--- config.mk ---
export PLATFORM = sky130hd
export DESIGN_NAME = ps2_mouse_cursor_tracker_flat
export DESIGN_NICKNAME = d
export VERILOG_FILES = /design/src/design/ps2mct_pkg.sv /design/src/design/ps2mct_if.sv /design/src/design/ps2mct_input_reg.sv /design/src/design/ps2mct_core.sv /design/src/design/ps2_mouse_cursor_tracker.sv /design/src/flat_wrapper.sv
export SDC_FILE = /design/constraint.sdc
export NUM_CORES = 1
export LEC_CHECK = 0
export BUFFER_PORTS_ARGS = -buffer_cell sky130_fd_sc_hd__buf_2
export CAP_MARGIN = 20
export CORE_AREA = 3 3 138 140
export DETAILED_ROUTE_END_ITERATION = 8
export DIE_AREA = 0 0 141 143
export GPL_TIMING_DRIVEN = 0
export SLEW_MARGIN = 20
export SYNTH_ARGS = -nofsm -noshare
export SYNTH_HDL_FRONTEND = slang
export SYNTH_SLANG_ARGS = --single-unit
export TNS_END_PERCENT = 50
--- constraint.sdc ---
create_clock -name clock -period 6.97 [get_ports clock]
set_clock_uncertainty 0.05 [all_clocks]
set_input_delay 0.3485 -clock clock [delete_from_list [all_inputs] [get_ports clock]]
set_output_delay 0.3485 -clock clock [all_outputs]
set_load 0.02 [all_outputs]
--- src/design/ps2mct_pkg.sv ---
// Shared types, constants and the per-axis cursor move function
// for the PS/2 mouse cursor tracker. No dependencies.
`timescale 1ns / 1ps

package ps2mct_pkg;

   localparam int unsigned BYTE_W  = 8;
   localparam int unsigned COORD_W = 12;

   localparam logic [COORD_W-1:0] STEP_PIXELS   = COORD_W'(6);
   localparam logic [COORD_W-1:0] EDGE_BACKOFF  = COORD_W'(15);
   localparam logic [COORD_W-1:0] WIDTH_RESET   = COORD_W'(640);
   localparam logic [COORD_W-1:0] HEIGHT_RESET  = COORD_W'(480);

   // status byte bit positions
   localparam int unsigned BIT_LEFT   = 0;
   localparam int unsigned BIT_RIGHT  = 1;
   localparam int unsigned BIT_MIDDLE = 2;
   localparam int unsigned BIT_SYNC   = 3;
   localparam int unsigned BIT_X_SIGN = 4;
   localparam int unsigned BIT_Y_SIGN = 5;
   localparam int unsigned BIT_X_OVF  = 6;
   localparam int unsigned BIT_Y_OVF  = 7;

   typedef enum logic {
      CSR_SCREEN_WIDTH  = 1'b0,
      CSR_SCREEN_HEIGHT = 1'b1
   } csr_index_type;

   typedef enum logic [1:0] {
      POS_STATUS = 2'd0,
      POS_X      = 2'd1,
      POS_Y      = 2'd2
   } phase_type;

   typedef struct packed {
      logic [BYTE_W-1:0] mouse_byte;
   } req_type;

   typedef struct packed {
      logic [COORD_W-1:0] cursor_x;
      logic [COORD_W-1:0] cursor_y;
      logic               left_button;
      logic               right_button;
      logic               middle_button;
   } rsp_type;

   typedef struct packed {
      logic              valid;
      logic [BYTE_W-1:0] data;
   } beat_type;

   typedef struct packed {
      logic      take;
      phase_type phase;
   } core_status_type;

   function automatic logic [COORD_W-1:0] move_axis(
      input logic [COORD_W-1:0] pos,
      input logic               dec,
      input logic               inc,
      input logic [COORD_W-1:0] limit
   );
      logic [COORD_W:0]   nxt;
      logic               under;
      logic [COORD_W-1:0] result;
      under = dec && (pos < STEP_PIXELS);
      if (dec) begin
         nxt = {1'b0, pos} - {1'b0, STEP_PIXELS};
      end else if (inc) begin
         nxt = {1'b0, pos} + {1'b0, STEP_PIXELS};
      end else begin
         nxt = {1'b0, pos};
      end
      if (under) begin
         result = '0;
      end else if (nxt > {1'b0, limit}) begin
         result = (limit < EDGE_BACKOFF) ? '0 : limit - EDGE_BACKOFF;
      end else begin
         result = nxt[COORD_W-1:0];
      end
      return result;
   endfunction

endpackage

--- src/design/ps2mct_if.sv ---
// Valid/ready channel carrying one payload beat.
// Payload type is set per instance; no other dependencies.
`timescale 1ns / 1ps

interface ps2mct_if #(
   parameter type payload_type = logic
) ();
   logic        valid;
   logic        ready;
   payload_type payload;

   modport source (output valid, output payload, input ready);
   modport sink   (input valid, input payload, output ready);
endinterface

--- src/design/ps2mct_input_reg.sv ---
// Input register stage: holds one mouse byte beat until the core takes it.
// Depends on ps2mct_pkg and ps2mct_if.
`timescale 1ns / 1ps

module ps2mct_input_reg (
   input  logic                 clock,
   input  logic                 reset,
   ps2mct_if.sink               req_chan,
   input  logic                 take,
   output ps2mct_pkg::beat_type beat
);
   import ps2mct_pkg::*;

   logic              valid_ff, valid_in;
   logic [BYTE_W-1:0] data_ff, data_in;
   logic              load;

   assign req_chan.ready = !valid_ff || take;
   assign load           = req_chan.valid && req_chan.ready;

   always_comb begin
      valid_in = valid_ff;
      data_in  = data_ff;
      if (load) begin
         valid_in = 1'b1;
         data_in  = req_chan.payload.mouse_byte;
      end else if (take) begin
         valid_in = 1'b0;
      end
   end

   always_ff @(posedge clock) begin
      if (reset) begin
         valid_ff <= 1'b0;
      end else begin
         valid_ff <= valid_in;
      end
      data_ff <= data_in;
   end

   assign beat.valid = valid_ff;
   assign beat.data  = data_ff;

endmodule

--- src/design/ps2mct_core.sv ---
// Packet assembly, cursor update with clamping, limit registers and result register.
// Depends on ps2mct_pkg and ps2mct_if.
`timescale 1ns / 1ps

module ps2mct_core (
   input  logic                             clock,
   input  logic                             reset,
   input  ps2mct_pkg::beat_type             beat,
   output logic                             take,
   ps2mct_if.source                         rsp_chan,
   input  logic                             csr_wr_en,
   input  ps2mct_pkg::csr_index_type        csr_index,
   input  logic [ps2mct_pkg::COORD_W-1:0]   csr_wr_data,
   output ps2mct_pkg::core_status_type      status
);
   import ps2mct_pkg::*;

   phase_type          phase_ff, phase_in;
   logic [BYTE_W-1:0]  stat_ff, stat_in;
   logic [BYTE_W-1:0]  xbyte_ff, xbyte_in;
   logic [COORD_W-1:0] pos_x_ff, pos_x_in;
   logic [COORD_W-1:0] pos_y_ff, pos_y_in;
   logic [COORD_W-1:0] width_ff, width_in;
   logic [COORD_W-1:0] height_ff, height_in;
   logic               rsp_valid_ff, rsp_valid_in;
   rsp_type            rsp_data_ff, rsp_data_in;
   logic               out_free;
   logic               produce;
   logic [COORD_W-1:0] new_x, new_y;

   assign out_free = !rsp_valid_ff || rsp_chan.ready;
   assign produce  = (phase_ff == POS_Y) && !stat_ff[BIT_X_OVF] && !stat_ff[BIT_Y_OVF];
   assign take     = beat.valid && (!produce || out_free);

   assign new_x = move_axis(pos_x_ff, stat_ff[BIT_X_SIGN],
                            !stat_ff[BIT_X_SIGN] && (xbyte_ff != '0), width_ff);
   assign new_y = move_axis(pos_y_ff, !stat_ff[BIT_Y_SIGN] && (beat.data != '0),
                            stat_ff[BIT_Y_SIGN], height_ff);

   always_comb begin
      phase_in     = phase_ff;
      stat_in      = stat_ff;
      xbyte_in     = xbyte_ff;
      pos_x_in     = pos_x_ff;
      pos_y_in     = pos_y_ff;
      rsp_data_in  = rsp_data_ff;
      rsp_valid_in = rsp_valid_ff && !rsp_chan.ready;
      if (take) begin
         unique case (phase_ff)
            POS_STATUS: begin
               if (beat.data[BIT_SYNC]) begin
                  stat_in  = beat.data;
                  phase_in = POS_X;
               end
            end
            POS_X: begin
               xbyte_in = beat.data;
               phase_in = POS_Y;
            end
            POS_Y: begin
               phase_in = POS_STATUS;
               if (produce) begin
                  pos_x_in                    = new_x;
                  pos_y_in                    = new_y;
                  rsp_valid_in                = 1'b1;
                  rsp_data_in.cursor_x        = new_x;
                  rsp_data_in.cursor_y        = new_y;
                  rsp_data_in.left_button     = stat_ff[BIT_LEFT];
                  rsp_data_in.right_button    = stat_ff[BIT_RIGHT];
                  rsp_data_in.middle_button   = stat_ff[BIT_MIDDLE];
               end
            end
            default: begin
               phase_in = POS_STATUS;
            end
         endcase
      end
   end

   always_comb begin
      width_in  = width_ff;
      height_in = height_ff;
      if (csr_wr_en) begin
         unique case (csr_index)
            CSR_SCREEN_WIDTH:  width_in  = csr_wr_data;
            CSR_SCREEN_HEIGHT: height_in = csr_wr_data;
            default: begin
               width_in  = width_ff;
               height_in = height_ff;
            end
         endcase
      end
   end

   always_ff @(posedge clock) begin
      if (reset) begin
         phase_ff     <= POS_STATUS;
         pos_x_ff     <= '0;
         pos_y_ff     <= '0;
         width_ff     <= WIDTH_RESET;
         height_ff    <= HEIGHT_RESET;
         rsp_valid_ff <= 1'b0;
      end else begin
         phase_ff     <= phase_in;
         pos_x_ff     <= pos_x_in;
         pos_y_ff     <= pos_y_in;
         width_ff     <= width_in;
         height_ff    <= height_in;
         rsp_valid_ff <= rsp_valid_in;
      end
      stat_ff     <= stat_in;
      xbyte_ff    <= xbyte_in;
      rsp_data_ff <= rsp_data_in;
   end

   assign rsp_chan.valid   = rsp_valid_ff;
   assign rsp_chan.payload = rsp_data_ff;
   assign status.take      = take;
   assign status.phase     = phase_ff;

endmodule

--- src/design/ps2_mouse_cursor_tracker.sv ---
// PS/2 mouse cursor tracker, top level: one mouse byte per beat in,
// one cursor/button beat out per valid three-byte packet.
// The third byte waits in the input register until the core loads the result register.
// One byte per cycle unless rsp_chan stalls, set by the single input and result registers.
// Reset: clears cursor to 0,0, limits to 640x480 and packet phase; bytes held are not reset.
// Depends on ps2mct_pkg, ps2mct_if, ps2mct_input_reg and ps2mct_core.
`timescale 1ns / 1ps

module ps2_mouse_cursor_tracker (
   input  logic                           clock,
   input  logic                           reset,
   ps2mct_if.sink                         req_chan,
   ps2mct_if.source                       rsp_chan,
   input  logic                           csr_wr_en,
   input  ps2mct_pkg::csr_index_type      csr_index,
   input  logic [ps2mct_pkg::COORD_W-1:0] csr_wr_data
);
   import ps2mct_pkg::*;

   beat_type        beat;
   logic            take;
   core_status_type core_status;

   ps2mct_input_reg u_input_reg (
      .clock    (clock),
      .reset    (reset),
      .req_chan (req_chan),
      .take     (take),
      .beat     (beat)
   );

   ps2mct_core u_core (
      .clock       (clock),
      .reset       (reset),
      .beat        (beat),
      .take        (take),
      .rsp_chan    (rsp_chan),
      .csr_wr_en   (csr_wr_en),
      .csr_index   (csr_index),
      .csr_wr_data (csr_wr_data),
      .status      (core_status)
   );

`ifndef SYNTHESIS
   a_reset_clears_rsp : assert property (@(posedge clock)
      reset |=> !rsp_chan.valid)
      else $error("result valid set after reset");

   a_rsp_after_third : assert property (@(posedge clock) disable iff (reset)
      $rose(rsp_chan.valid) |-> $past(core_status.phase == POS_Y))
      else $error("result raised outside third packet byte");

   a_phase_wraps : assert property (@(posedge clock) disable iff (reset)
      core_status.take && (core_status.phase == POS_Y) |=> core_status.phase == POS_STATUS)
      else $error("packet phase did not wrap after third byte");
`endif

endmodule

--- src/flat_wrapper.sv ---
// flat-port wrapper written by rule: the top's interface ports become plain ports
module ps2_mouse_cursor_tracker_flat import ps2mct_pkg::*;
  (clock, reset, csr_wr_en, csr_index, csr_wr_data, req_chan_valid, req_chan_payload, req_chan_ready, rsp_chan_valid, rsp_chan_payload, rsp_chan_ready);
  ps2mct_if #(.payload_type(req_type)) req_chan_i ();
  ps2mct_if #(.payload_type(rsp_type)) rsp_chan_i ();
  input  logic clock;
  input  logic reset;
  input  logic csr_wr_en;
  input  ps2mct_pkg::csr_index_type csr_index;
  input  logic [ps2mct_pkg::COORD_W-1:0] csr_wr_data;
  input wire logic [$bits(req_chan_i.valid)-1:0] req_chan_valid;
  input wire logic [$bits(req_chan_i.payload)-1:0] req_chan_payload;
  output wire logic [$bits(req_chan_i.ready)-1:0] req_chan_ready;
  output wire logic [$bits(rsp_chan_i.valid)-1:0] rsp_chan_valid;
  output wire logic [$bits(rsp_chan_i.payload)-1:0] rsp_chan_payload;
  input wire logic [$bits(rsp_chan_i.ready)-1:0] rsp_chan_ready;
  assign req_chan_i.valid = req_chan_valid;
  assign req_chan_i.payload = req_chan_payload;
  assign req_chan_ready = req_chan_i.ready;
  assign rsp_chan_valid = rsp_chan_i.valid;
  assign rsp_chan_payload = rsp_chan_i.payload;
  assign rsp_chan_i.ready = rsp_chan_ready;
  ps2_mouse_cursor_tracker u_core (.clock(clock), .reset(reset), .req_chan(req_chan_i), .rsp_chan(rsp_chan_i), .csr_wr_en(csr_wr_en), .csr_index(csr_index), .csr_wr_data(csr_wr_data));
endmodule
; Word-level counts from Yosys, hierarchy flattened
; Cells that the tools add are included.
; W data, S select, Z words.
[totals]
regBits = 102
in_bits = 26
out_inout_bits = 29
[op_classes]
addsub = 6
order_cmp = 6
n_eq_ne = 3
n_mux = 17
n_bitwise = 1
n_reduce_logical = 30
[op_table]
columns = operator, n
row1 = $mux W12, 6
row2 = $mux W13, 4
row3 = $add A12 B3 Y13 const B, 2
row4 = $gt A13 B12 Y1, 2
row5 = $sub A12 B3 Y13 const B, 2
row6 = $lt A12 B3 Y1 const B, 2
row7 = $lt A12 B4 Y1 const B, 2
row8 = $sub A12 B4 Y12 const B, 2
row9 = $reduce_bool A8 Y1, 2
row10 = $logic_and A1 B1 Y1, 9
row11 = $logic_not A1 Y1, 8
row12 = $reduce_and A2 Y1, 4
row13 = $reduce_and A3 Y1, 2
row14 = $mux W1, 5
row15 = $pmux W2 S2, 1
row16 = $logic_or A1 B1 Y1, 3
row17 = $eq A2 B1 Y1 const B, 1
row18 = $eq A2 B2 Y1 const B, 1
row19 = $logic_not A2 Y1, 1
row20 = $mux W2, 1
row21 = $ne A2 B1 Y1 const B, 1
row22 = $reduce_bool A2 Y1, 1
row23 = $not A1 Y1, 1

; Logic depth before layout (Yosys ltp)
; Gate-level depths: netlist (run 1).
[logic_depth]
word_depth = 9
ltp_mapped = 17
depth_no_buf = 15

; By module
; Synthesis (run 1) repeated with hierarchy kept, for this count alone.
[hier_totals]
hier_cells = 680
area_unflattened_um2 = 5970.7
[by_module_without_submodules]
columns = module, n_inst, cells_each, area_per_inst_um2, seq_area_each_um2
row1 = ps2mct_core, 1, 666, 5667.9, 2282.2
row2 = ps2mct_input_reg, 1, 14, 302.8, 260.2

; Worst setup path before layout (run 1)
; Ideal clock, no wire load.
[synth_timing]
kind = register to register
from = register u_core.u_input_reg.data_ff[0]
to = register u_core.u_core.rsp_data_ff, in the netlist u_core.u_core.rsp_chan.payload[6], data pin
setup_time_ns = 0.272
arrival_time_ns = 3.037
required_ns = 6.648
path_slack_ns = 3.611
path_stages_with_launch = 15
n_path_buf = 2
path_cell_list = edfxtp_1 -> nor4_4 -> a2111oi_4 -> nand3_1 -> o22ai_1 -> xnor2_1 -> inv_1 -> ha_1 -> a21oi_1 -> nand2_1 -> nor4_1 -> o32a_2 -> buf_6 -> buf_4 -> o31ai_1
[synth_via]
elab_chain_len = 6
elab_cells_between_ends = 7
classes_between = 1 x order compare / 3 x mux / 3 x reduce/logical
[synth_rtl]
columns = item, line_no
row1 = "start, declared", ps2mct_input_reg.sv:15  ; logic [BYTE_W-1:0] data_ff, data_in;
row2 = "start signal, assigned", ps2mct_input_reg.sv:38  ; data_ff <= data_in;
row3 = $reduce_bool A8 Y1 (*), ps2mct_core.sv:37  ; assign new_y = move_axis(pos_y_ff, !stat_ff[BIT_Y_SIGN] && (beat.data != '0),
row4 = $logic_and A1 B1 Y1 (*), ps2mct_core.sv:37
row5 = $mux W13, ps2mct_pkg.sv:68  ; if (dec) begin
row6 = $gt A13 B12 Y1, ps2mct_pkg.sv:77  ; end else if (nxt > {1'b0, limit}) begin
row7 = $mux W12, ps2mct_pkg.sv:77
row8 = $mux W12 (*), ps2mct_pkg.sv:75  ; if (under) begin
row9 = via u_core.u_core.new_y[3], ps2mct_core.sv:29  ; logic [COORD_W-1:0] new_x, new_y;
row10 = "end signal, assigned", ps2mct_core.sv:113  ; rsp_data_ff <= rsp_data_in;
row11 = "end, declared", ps2mct_core.sv:26  ; rsp_type rsp_data_ff, rsp_data_in;
; The timed path passes the listed nets; every way through them passes the cells marked *.
; A chain may end at the register's enable or synchronous reset.

; Worst setup path after layout (run 1)
[layout_timing]
from = register u_core.u_core.pos_y_ff[2]
to = register u_core.u_core.rsp_data_ff, in the netlist u_core.u_core.rsp_chan.payload[5], data pin
[layout_via]
elab_chain_len = 6
elab_cells_between_ends = 9
classes_between = 2 x add/sub / 2 x order compare / 4 x mux / 1 x reduce/logical
[layout_rtl]
columns = item, line_no
row1 = "start, declared", ps2mct_core.sv:22  ; logic [COORD_W-1:0] pos_y_ff, pos_y_in;
row2 = "start signal, assigned", ps2mct_core.sv:106  ; pos_y_ff <= pos_y_in;
row3 = $add A12 B3 Y13, ps2mct_pkg.sv:71  ; nxt = {1'b0, pos} + {1'b0, STEP_PIXELS};
row4 = $mux W13, ps2mct_pkg.sv:70  ; end else if (inc) begin
row5 = $mux W13, ps2mct_pkg.sv:68
row6 = $gt A13 B12 Y1, ps2mct_pkg.sv:77
row7 = $mux W12, ps2mct_pkg.sv:77
row8 = $mux W12 (*), ps2mct_pkg.sv:75
row9 = via u_core.u_core.new_y[2], ps2mct_core.sv:29
; Marked as above.

==> impl_metrics.yaml, run 1 <==
place:
  hpwlAfterDp_mm: 11.6
  port-buffer-count: 53
  gp_congestion: 0.853
  placed_cell_area_mm2: 0.00645
setup_path:
  crit_type: "reg2reg"
  critPathLaunchType: "register"
  worstPathRequired_ns: 7.09
  crit_arrival_ns: 4.16
  cp-end-kind: "register"
  critPathMaxFanout: 10
pwr:
  switchingPower_uw: 364
  p_int_uw: 955
  swShare_pct: 27.6
  p_per_area_mw_per_mm2: 196
  p_leak_nw: 2.52
  seqPwrFrac_pct: 50.1
  p_comb_share_pct: 11.8
  vdd.ir_drop.worst_mv: 0.116
  clock_power_share_pct: 38.1
sta:
  max_freq_mhz: 248
  final_max_slew_viol_count: 0
  period_share_pct: 57.9
  fin_tns_setup_ns: 0
  min_period_ns: 4.04
  worstMarginPinSlew_ns: 0.840
  hold_violations: 0
  holdWs_ns: 0.107
  rsz0062_at_grt: "false"
  max_slew_margin_pct: 44.0
  finalSetupViolCount: 0
synth:
  syn_inst: 638
  ys_warn_count: 0
  ys_ff_latch: 102
  yosysSeqAreaShare_pct: 43.2
  synth.area.top_cells: "edfxtp_1, dfxtp_1, nand2_1, ha_1, a21oi_1"
  synthArstFlopShare_pct: 0
  synth-main-ff-cell: "dfxtp_1"
  synth_edf_count: 50
  yosys-top-cells-count: "nand2_1, dfxtp_1, a21oi_1, edfxtp_1, nand3_1"
  synth_most_common_cell: "nand2_1"
  yosys.cell_types.count: 70
  synth_area_per_cell_um2: 9.22
  syn_nets: 694
  synth_top_cell_by_area: "edfxtp_1"
  synth.cell_area_mm2: 0.00588
  synth_top_area_share_pct: 25.5
flow_run:
  maxCapViolCount: 0
status:
  outcome: "completed"
clock_network:
  ctsHoldBuffers: 0
  cts_setup_buffers: 0
  tritoncts: "done"
  post_cts_resized: 0
  insertion_delay_ns: 0.36
  numCtsBuffers: 9
  cts-root-buf: "clkbuf_16"
  clockBufferDepth: 2
  htreeDepth: 3
  clock_sinks: 102
  path_clk_slew_ns: 0.08
detailed_routing:
  num_vias: 4827
  antenna_left: 0
  firstDrtPassIters: 5
  route.detailed.drc: 0
  wirelength_mm: 14.9
  drt_iter0_drc: 332
  wl_per_cell_um: 15.9
  via_per_inst: 5.15
floorplan:
  die_w_um: 141
  die_height_um: 143
  initial_core_util_pct: 32.7
  core-area_mm2: 0.0180
  fp-row-count: 49
  boundaryPins: 55
  dieArea_mm2: 0.0202
hold_path:
  hp-class: "in2reg"
layout:
  synthToLayoutAreaGrowth_pct: 14.6
  antennaDiodeCount: 0
  drive_above_1_share_pct: 15.7
  ff_latch_area_mm2: 0.00254
  multiInputGateArea_mm2: 0.00305
  layout.nets: 759
  fillers: 1843
  finalInstanceArea_mm2: 0.00674
  postLayoutCoreUtil_pct: 37.5
global_route:
  grt_pass1_wl_mm: 24.4
  grt_pass1_vias: 4720
  grt_max_degree: 34
  grt_overflow: 0
  antenna_found_initial: 0
  grt_usage_pct: 15.2
==> cells by family after synthesis <==
group	count (synthesis)	synth area share [%]
AND/OR/NAND/NOR	253	21.8
AO/OA/AOI/OAI	140	16.5
flip-flops	102	43.2
buffers and inverters	68	5.02
XOR/XNOR	32	4.77
adder cells (fa/ha/maj)	30	6.38
multiplexers	13	2.28
==> cell usage in the layout (no fill, tap or decap), drive strengths merged, types with 12 or more instances in the layout <==
master,synthesis,routed
nand2,102,102
buf,17,71
dfxtp,52,52
a21oi,51,51
edfxtp,50,50
nand3,44,44
inv,38,41
nor2,39,39
ha,30,30
xnor2,26,26
clkbuf,12,21
o21ai,19,19
nor4,15,15
a31oi,12,12
nor3,12,12
==> worst max-delay path, stage by stage (launching register included) <==
cell and delay [ns]:
dfxtp_1 0.44, inv_1 0.12, ha_1 0.18, nand2b_1 0.15, nor2_1 0.22, nand3_1 0.21
o22ai_1 0.20, xnor2_1 0.18, inv_1 0.07, ha_1 0.31, a21oi_1 0.19, nand2_1 0.07
nor4_1 0.55, o32a_2 0.28, buf_6 0.16, buf_4 0.18, nand2_1 0.06, a21oi_1 0.23
==> power by group through the flow <==
stage / Sequential (mW) / Clock (mW) / Combinational [mW]
after CTS: 0.661 / 0.513 / 0.156
after global routing: 0.663 / 0.533 / 0.174
after detailed placement: 0.675 / 0 / 0.155
final: 0.661 / 0.502 / 0.156
after floorplan: 0.671 / 0 / 0.111
after global placement: 0.674 / 0 / 0.154
==> final cells by class <==
| type | instances | share of cell area, % |
|---|---|---|
| plain buffers | 29 | 2.21 |
| inverters | 39 | 2.19 |
| well taps | 229 | 4.25 |
| multi-input cells | 468 | 45.3 |
| flip-flops and latches | 102 | 37.7 |
| clock buffers | 9 | 3.34 |
| clock inverters | 7 | 0.966 |
| repair buffers | 54 | 4.05 |
==> state kept, by name (all words and copies together), names as in the netlist, 7 cells and up <==
register	flops
u_core.u_core.height_ff	12
u_core.u_core.pos_x_ff	12
u_core.u_core.pos_y_ff	12
u_core.u_core.rsp_chan.payload	27
u_core.u_core.stat_ff	7
u_core.u_core.width_ff	12
u_core.u_core.xbyte_ff	8
u_core.u_input_reg.data_ff	8
==> final timing paths <==
kind / cells after the start / end / start / slack, ns
worst max-delay path: 17 / u_core.u_core.rsp_chan.payload[5] / u_core.u_core.pos_y_ff[2] / 2.93
worst min-delay path: 1 / u_core.u_input_reg.data_ff[2] / req_chan_payload[2] / 0.11
worst max register to register: 17 / u_core.u_core.rsp_chan.payload[5] / u_core.u_core.pos_y_ff[2] / 2.93
worst min register to register: 0 / u_core.u_core.rsp_chan.payload[0] / u_core.u_core.stat_ff[2] / 0.38
==> layer usage <==
layer / track usage (%) / vias to the layer above / wire (µm)
met5: 0 / - / 0
met4: 6.88 / 0 / 443
met3: 2.51 / 23 / 508
met2: 24.9 / 90 / 6860
met1: 19.9 / 2274 / 7070
li1: - / 2440 / -
==> through the flow <==
| step | std cells | setup slack [ns] | power (mW) |
|---|---|---|---|
| global placement | 920 | 2.96 | 0.828 |
| floorplan | 638 | 3.61 | 0.781 |
| CTS | 937 | 2.97 | 1.33 |
| global route | 937 | 2.72 | 1.37 |
| detailed placement | 921 | 3.00 | 0.830 |
| finish | 937 | 2.93 | 1.32 |
No activity file was read; power rests on OpenSTA's default activity.
==> run 2, diff against run 1 <==
--- a/config.mk
+++ b/config.mk
@@ -5,11 +5,12 @@
 export SDC_FILE = /design/constraint.sdc
 export NUM_CORES = 1
 export LEC_CHECK = 0
+export ABC_AREA = 1
 export BUFFER_PORTS_ARGS = -buffer_cell sky130_fd_sc_hd__buf_2
 export CAP_MARGIN = 20
-export CORE_AREA = 3 3 138 140
+export CORE_AREA = 3 3 147 149
 export DETAILED_ROUTE_END_ITERATION = 8
-export DIE_AREA = 0 0 141 143
+export DIE_AREA = 0 0 150 152
 export GPL_TIMING_DRIVEN = 0
 export SLEW_MARGIN = 20
 export SYNTH_ARGS = -nofsm -noshare
==> constraint.sdc (replaced) <==
create_clock -name clock -period 3.65 [get_ports clock]
set_clock_uncertainty 0.05 [all_clocks]
set_input_delay 0.1825 -clock clock [delete_from_list [all_inputs] [get_ports clock]]
set_output_delay 0.1825 -clock clock [all_outputs]
set_load 0.02 [all_outputs]
==> impl_metrics.yaml, run 2 <==
status:
  outcome: "completed"
sta:
  final_max_slew_viol_count: 0
  finalSetupViolCount: 0
  min_period_ns: 3.29
  rsz0062_at_grt: "false"
  fin_ws_ns: 0.359
  hold_violations: 0
  period_share_pct: 90.2
  max_freq_mhz: 304
  max_slew_margin_pct: 35.5
  worstMarginPinSlew_ns: 0.968
  fin_tns_setup_ns: 0
global_route:
  grt_overflow: 0
  grt_usage_pct: 14.9
  grt_max_degree: 37
  antenna_found_initial: 0
  grt_pass1_wl_mm: 27.5
  grt_pass1_vias: 5464
synth:
  synth.area.top_cells: "edfxtp_1, dfxtp_1, nand2_1, inv_1, nand3_2"
  ys_ff_latch: 102
  synth_top_area_share_pct: 22.5
  yosys-top-cells-count: "nand2_1, inv_1, o21ai_0, nor2_1, nand3_1"
  yosys.cell_types.count: 41
  syn_inst: 865
  synth_top_cell_by_area: "edfxtp_1"
  synth_area_per_cell_um2: 7.73
  synth-main-ff-cell: "dfxtp_1"
  syn_nets: 921
  synth_edf_count: 50
  synth.cell_area_mm2: 0.00669
  synth_most_common_cell: "nand2_1"
  synthArstFlopShare_pct: 0
  yosysSeqAreaShare_pct: 38.0
  ys_warn_count: 0
layout:
  postLayoutCoreUtil_pct: 38.0
  finalInstanceArea_mm2: 0.00771
  final_cell_mix: "nand2_1, inv_1, o21ai_0"
  layout.nets: 995
  drive_above_1_share_pct: 21.5
  largest_reg_flops: 27
  synthToLayoutAreaGrowth_pct: 15.4
  antennaDiodeCount: 0
  final_common_cell: "nand2_1"
floorplan:
  boundaryPins: 55
  initial_core_util_pct: 32.9
  die_w_um: 150
  dieArea_mm2: 0.0228
  core-area_mm2: 0.0203
  fp-row-count: 52
  die_height_um: 152
clock_network:
  post_cts_resized: 0
  tritoncts: "done"
  numCtsBuffers: 9
  cts-root-buf: "clkbuf_16"
  clockBufferDepth: 2
  cts_setup_buffers: 0
  path_clk_slew_ns: 0.08
  insertion_delay_ns: 0.36
  htreeDepth: 3
  clock_sinks: 102
setup_path:
  crit_arrival_ns: 3.35
  critPathMaxFanout: 10
  crit_type: "reg2reg"
  worstPathRequired_ns: 3.71
  critPathLaunchType: "register"
  cp-end-kind: "register"
detailed_routing:
  via_per_inst: 4.68
  firstDrtPassIters: 6
  route.detailed.drc: 0
  antenna_left: 0
  num_vias: 5683
  drt_iter0_drc: 342
  wl_per_cell_um: 13.6
  wirelength_mm: 16.5
pwr:
  p_leak_nw: 3.47
  vdd.ir_drop.worst_mv: 0.247
  p_comb_share_pct: 12.9
  swShare_pct: 27.5
  seqPwrFrac_pct: 47.6
  p_per_area_mw_per_mm2: 341
  switchingPower_uw: 724
  p_int_mw: 1.91
  clock_power_share_pct: 39.5
place:
  gp_congestion: 0.866
  place_ws_ns: 0.366
  placed_cell_area_mm2: 0.00729
  hpwlAfterDp_mm: 13.0
  port-buffer-count: 54
hold_path:
  hp-class: "in2reg"
flow_run:
  maxCapViolCount: 0
-- run 2: cell count changes after synthesis, moves of 14 or more --
cell,delta
nand2_1,+88
inv_1,+87
o21ai_0,+50
nand3_2,+42
xnor2_1,-26
nor2_1,+24
a21oi_2,+23
a21oi_1,-14
-- run 2: path summary, 6_finish.rpt --
kind | from | cells past startpoint | slack, ns | end
setup / recovery | u_core.u_core.stat_ff[4] | 20 | 0.36 | u_core.u_core.rsp_chan.payload[20]
hold / removal | csr_wr_data[5] | 3 | 0.02 | u_core.u_core.height_ff[5]
setup reg to reg | u_core.u_core.stat_ff[4] | 20 | 0.36 | u_core.u_core.rsp_chan.payload[20]
hold reg to reg | u_core.u_core.stat_ff[1] | 0 | 0.37 | u_core.u_core.rsp_chan.payload[1]
-- run 2: area by class of cell --
cell class	count	area, µm²
Fill cell	2102	12600
Multi-Input combinational cell	594	3430
Sequential cell	102	2540
Inverter	138	518
Timing Repair Buffer	63	360
Tap cell	270	338
Clock buffer	9	225
Buffer	31	198
Clock inverter	7	100
-- run 2: worst max-delay path, stage by stage, from the launching register on --
cell	delay, ns
edfxtp_1	0.50
nor2_1	0.32
buf_2	0.27
nand2_1	0.08
nand2_1	0.07
xor2_1	0.23
inv_1	0.07
ha_1	0.29
nand2_1	0.10
inv_1	0.06
nand2_1	0.06
nand3_1	0.09
nand2_1	0.07
nand2_1	0.05
nand2_1	0.05
nand2_1	0.06
nand2_1	0.08
buf_2	0.29
nand3_2	0.11
nand3_2	0.12
inv_1	0.05
-- run 2: metal layers --
metal	track usage, %	part of all wire (%)	wire (µm)	vias to the layer above
met5	0	0	0	-
met4	3.75	1.1	180	0
met3	2.56	3.3	540	11
met2	25.9	50	8210	76
met1	19.2	46	7550	2615
li1	-	-	-	2981
-- run 2: kinds of logic (layout without fill, tap and decap cells) --
family / Yosys count / in the layout / synth area share [%]
AOI/OAI and AO/OA: 142 / 142 / 12.9
xor gates and xnor gates: 13 / 13 / 1.70
adders and majority gates: 30 / 30 / 5.61
buffers and inverters: 169 / 248 / 10.7
DFF: 102 / 102 / 38.0
and+or+nand+nor: 409 / 409 / 31.1
-- run 2: power groups by stage --
stage	combinational, mW	clock [mW]	sequential [mW]
floorplan	0.245	0	1.27
global placement	0.328	0	1.28
detailed placement	0.333	0	1.28
CTS	0.342	1.06	1.25
global route	0.389	1.11	1.26
finish	0.339	1.04	1.25
-- run 2: timing repair --
| action | CTS | global route |
|---|---|---|
| endpoints found under the setup margin | 0 | 0 |
| hold endpoints to repair | 12 | 0 |
| hold buffers | 9 | 0 |
-- run 2: per-stage QoR --
step | instances | total power [mW] | hold slack [ns]
CTS | 1214 | 2.65 | 0.00877
floorplan | 865 | 1.52 | 0.202
detailed placement | 1189 | 1.61 | 0.311
global route | 1214 | 2.75 | 0.0361
finish | 1214 | 2.63 | 0.0233
global placement | 1189 | 1.61 | 0.310
==> run 3, diff against run 2 <==
--- a/config.mk
+++ b/config.mk
@@ -12,6 +12,7 @@
 export DETAILED_ROUTE_END_ITERATION = 8
 export DIE_AREA = 0 0 150 152
 export GPL_TIMING_DRIVEN = 0
+export REMOVE_ABC_BUFFERS = 1
 export SLEW_MARGIN = 20
 export SYNTH_ARGS = -nofsm -noshare
 export SYNTH_HDL_FRONTEND = slang
==> impl_metrics.yaml, run 3 (synthesized netlist as in run 2, its figures left out) <==
layout:
  fillers: 2146
  synthToLayoutAreaGrowth_pct: 12.7
  drive_above_1_share_pct: 20.7
  final_common_cell: "nand2_1"
  postLayoutCoreUtil_pct: 37.1
  layout.nets: 964
  final_cell_mix: "nand2_1, inv_1, o21ai_0"
  largest_reg_flops: 27
pwr:
  p_leak_nw: 3.36
  p_per_area_mw_per_mm2: 340
  p_total_mw: 2.57
  vdd.ir_drop.worst_mv: 0.175
place:
  hpwlAfterDp_mm: 11.3
  port-buffer-count: 54
  gp_congestion: 0.894
clock_network:
  clockBufferDepth: 2
  cts-root-buf: "clkbuf_16"
  path_clk_slew_ns: 0.08
  insertion_delay_ns: 0.36
  tritoncts: "done"
  clock_sinks: 102
  htreeDepth: 3
  numCtsBuffers: 9
  cts_setup_buffers: 0
setup_path:
  cp_cell_sequence: "inv_1 -> nand2_4 -> inv_2 -> nand2_2 -> nand3_1 -> nand2_1 -> inv_1 -> ha_1 -> nand2_1 -> nor2_1 -> nand2_1 -> nand2_1 -> nand2_1 -> nand2_1 -> nand2_4 -> nand2_4 -> nand2_1 -> nand3_2 -> inv_1"
  r2r-start: "u_core.u_core.stat_ff[5]"
  r2r_slack_ns: 0.29
  worstRegToRegCells: 19
  critPathMaxFanout: 14
  crit_family: "simple AND/OR/NAND/NOR gates"
  critPathLaunchType: "register"
  crit_arrival_ns: 3.42
  crit_buf_inv: 4
  worstPathRequired_ns: 3.71
  regToRegEndpoint: "u_core.u_core.rsp_chan.payload[14]"
  crit_type: "reg2reg"
  timing.critical_path.mode_cell: "nand2_1"
  cpMaxStageDelayCell: "edfxtp_1"
  cp-end-kind: "register"
  slowest_delay_ns: 0.70
detailed_routing:
  via_per_inst: 4.65
  met1Wirelength_mm: 7.65
  wirelength_mm: 14.9
  route.detailed.drc: 0
  wl_per_cell_um: 12.5
  topRoutingLayerUsed: "met4"
  firstDrtPassIters: 5
  route.met2.wl_mm: 6.50
  drt_iter0_drc: 289
  num_vias: 5505
  wl_met3_um: 542
  antenna_left: 0
sta:
  worstMarginPinSlew_ns: 0.729
  min_period_ns: 3.36
  period_share_pct: 92.0
  finalSetupViolCount: 0
  rsz0062_at_grt: "false"
  hold_violations: 0
  final_max_slew_viol_count: 0
  max_freq_mhz: 298
  max_slew_margin_pct: 51.4
global_route:
  grt_max_degree: 49
  grt_pass1_vias: 5313
  antenna_found_initial: 0
  grt_overflow: 0
  grt_usage_pct: 13.5
  grt_pass1_wl_mm: 25.5
hold_path:
  hp-class: "in2reg"
  worstHoldEndpoint: "u_core.u_input_reg.valid_ff"
  min_path_cells: 2
  hold_start: "reset"
status:
  outcome: "completed"
floorplan:
  core-area_mm2: 0.0203
  die_height_um: 152
  die_w_um: 150
  boundaryPins: 55
  fp-row-count: 52
  initial_core_util_pct: 32.9
  dieArea_mm2: 0.0228
flow_run:
  maxCapViolCount: 0
[run 3: area by class of cell]
type	count	area [µm²]	share of cell area, %
Multi-Input combinational cell	594	3450	45.8
Clock buffer	9	225	2.99
Timing Repair Buffer	63	370	4.91
Tap cell	270	338	4.48
Clock inverter	7	86.3	1.15
Sequential cell	102	2540	33.7
Antenna cell	1	2.50	0.0332
Inverter	138	520	6.91
[run 3: worst register-to-register path, stage by stage, from the launching register on]
cell and delay (ns):
edfxtp_1 0.70, inv_1 0.27, nand2_4 0.23, inv_2 0.12
nand2_2 0.10, nand3_1 0.08, nand2_1 0.11, inv_1 0.05
ha_1 0.28, nand2_1 0.08, nor2_1 0.14, nand2_1 0.07
nand2_1 0.05, nand2_1 0.04, nand2_1 0.09, nand2_4 0.16
nand2_4 0.22, nand2_1 0.10, nand3_2 0.10, inv_1 0.06
[run 3: repair_timing]
item / in CTS / in global routing
resized for setup: 3 / 2
hold buffers: 8 / 0
setup endpoints to repair: 24 / 24
endpoints found under the hold margin: 8 / 0
[run 3: routing by layer]
metal / global-route usage, % / vias to the layer above
li1: - / 2929
met2: 21.0 / 76
met4: 3.27 / 0
met5: 0 / -
met3: 2.71 / 13
met1: 19.3 / 2487
[run 3: worst max-delay path by stage]
stage	endpoint	startpoint	cells past startpoint	slack (ns)
floorplan	u_core.u_core.rsp_chan.payload[15]	u_core.u_core.stat_ff[4]	19	0.40
global placement	u_core.u_core.rsp_chan.payload[26]	u_core.u_core.stat_ff[4]	19	-0.36
global route	u_core.u_core.rsp_chan.payload[26]	u_core.u_core.pos_x_ff[1]	22	0.0004
CTS	u_core.u_core.rsp_chan.payload[26]	u_core.u_core.pos_x_ff[1]	22	0.10
finish	u_core.u_core.rsp_chan.payload[14]	u_core.u_core.stat_ff[5]	19	0.29
detailed placement	u_core.u_core.rsp_chan.payload[26]	u_core.u_core.stat_ff[4]	19	-0.43
[run 3: metrics by stage]
step / std cells / setup TNS, ns / setup slack (ns) / area (µm²) / hold slack, ns
after CTS: 1183 / 0 / 0.102 / 7520 / 0.00184
after detailed placement: 1159 / -9.20 / -0.434 / 7120 / 0.311
after floorplan: 834 / 0 / 0.403 / 6490 / 0.202
final: 1184 / 0 / 0.290 / 7540 / 0.0143
after global routing: 1183 / 0 / 0.000431 / 7530 / 0.0165
after global placement: 1158 / -7.74 / -0.362 / 7100 / 0.309
[run 3: where the power goes]
part	internal (mW)	leakage (nW)	switching [mW]	total, mW
Combinational	0.112	2.33	0.200	0.312
Clock	0.495	0.151	0.503	0.998
Sequential	1.23	0.882	0.0243	1.26
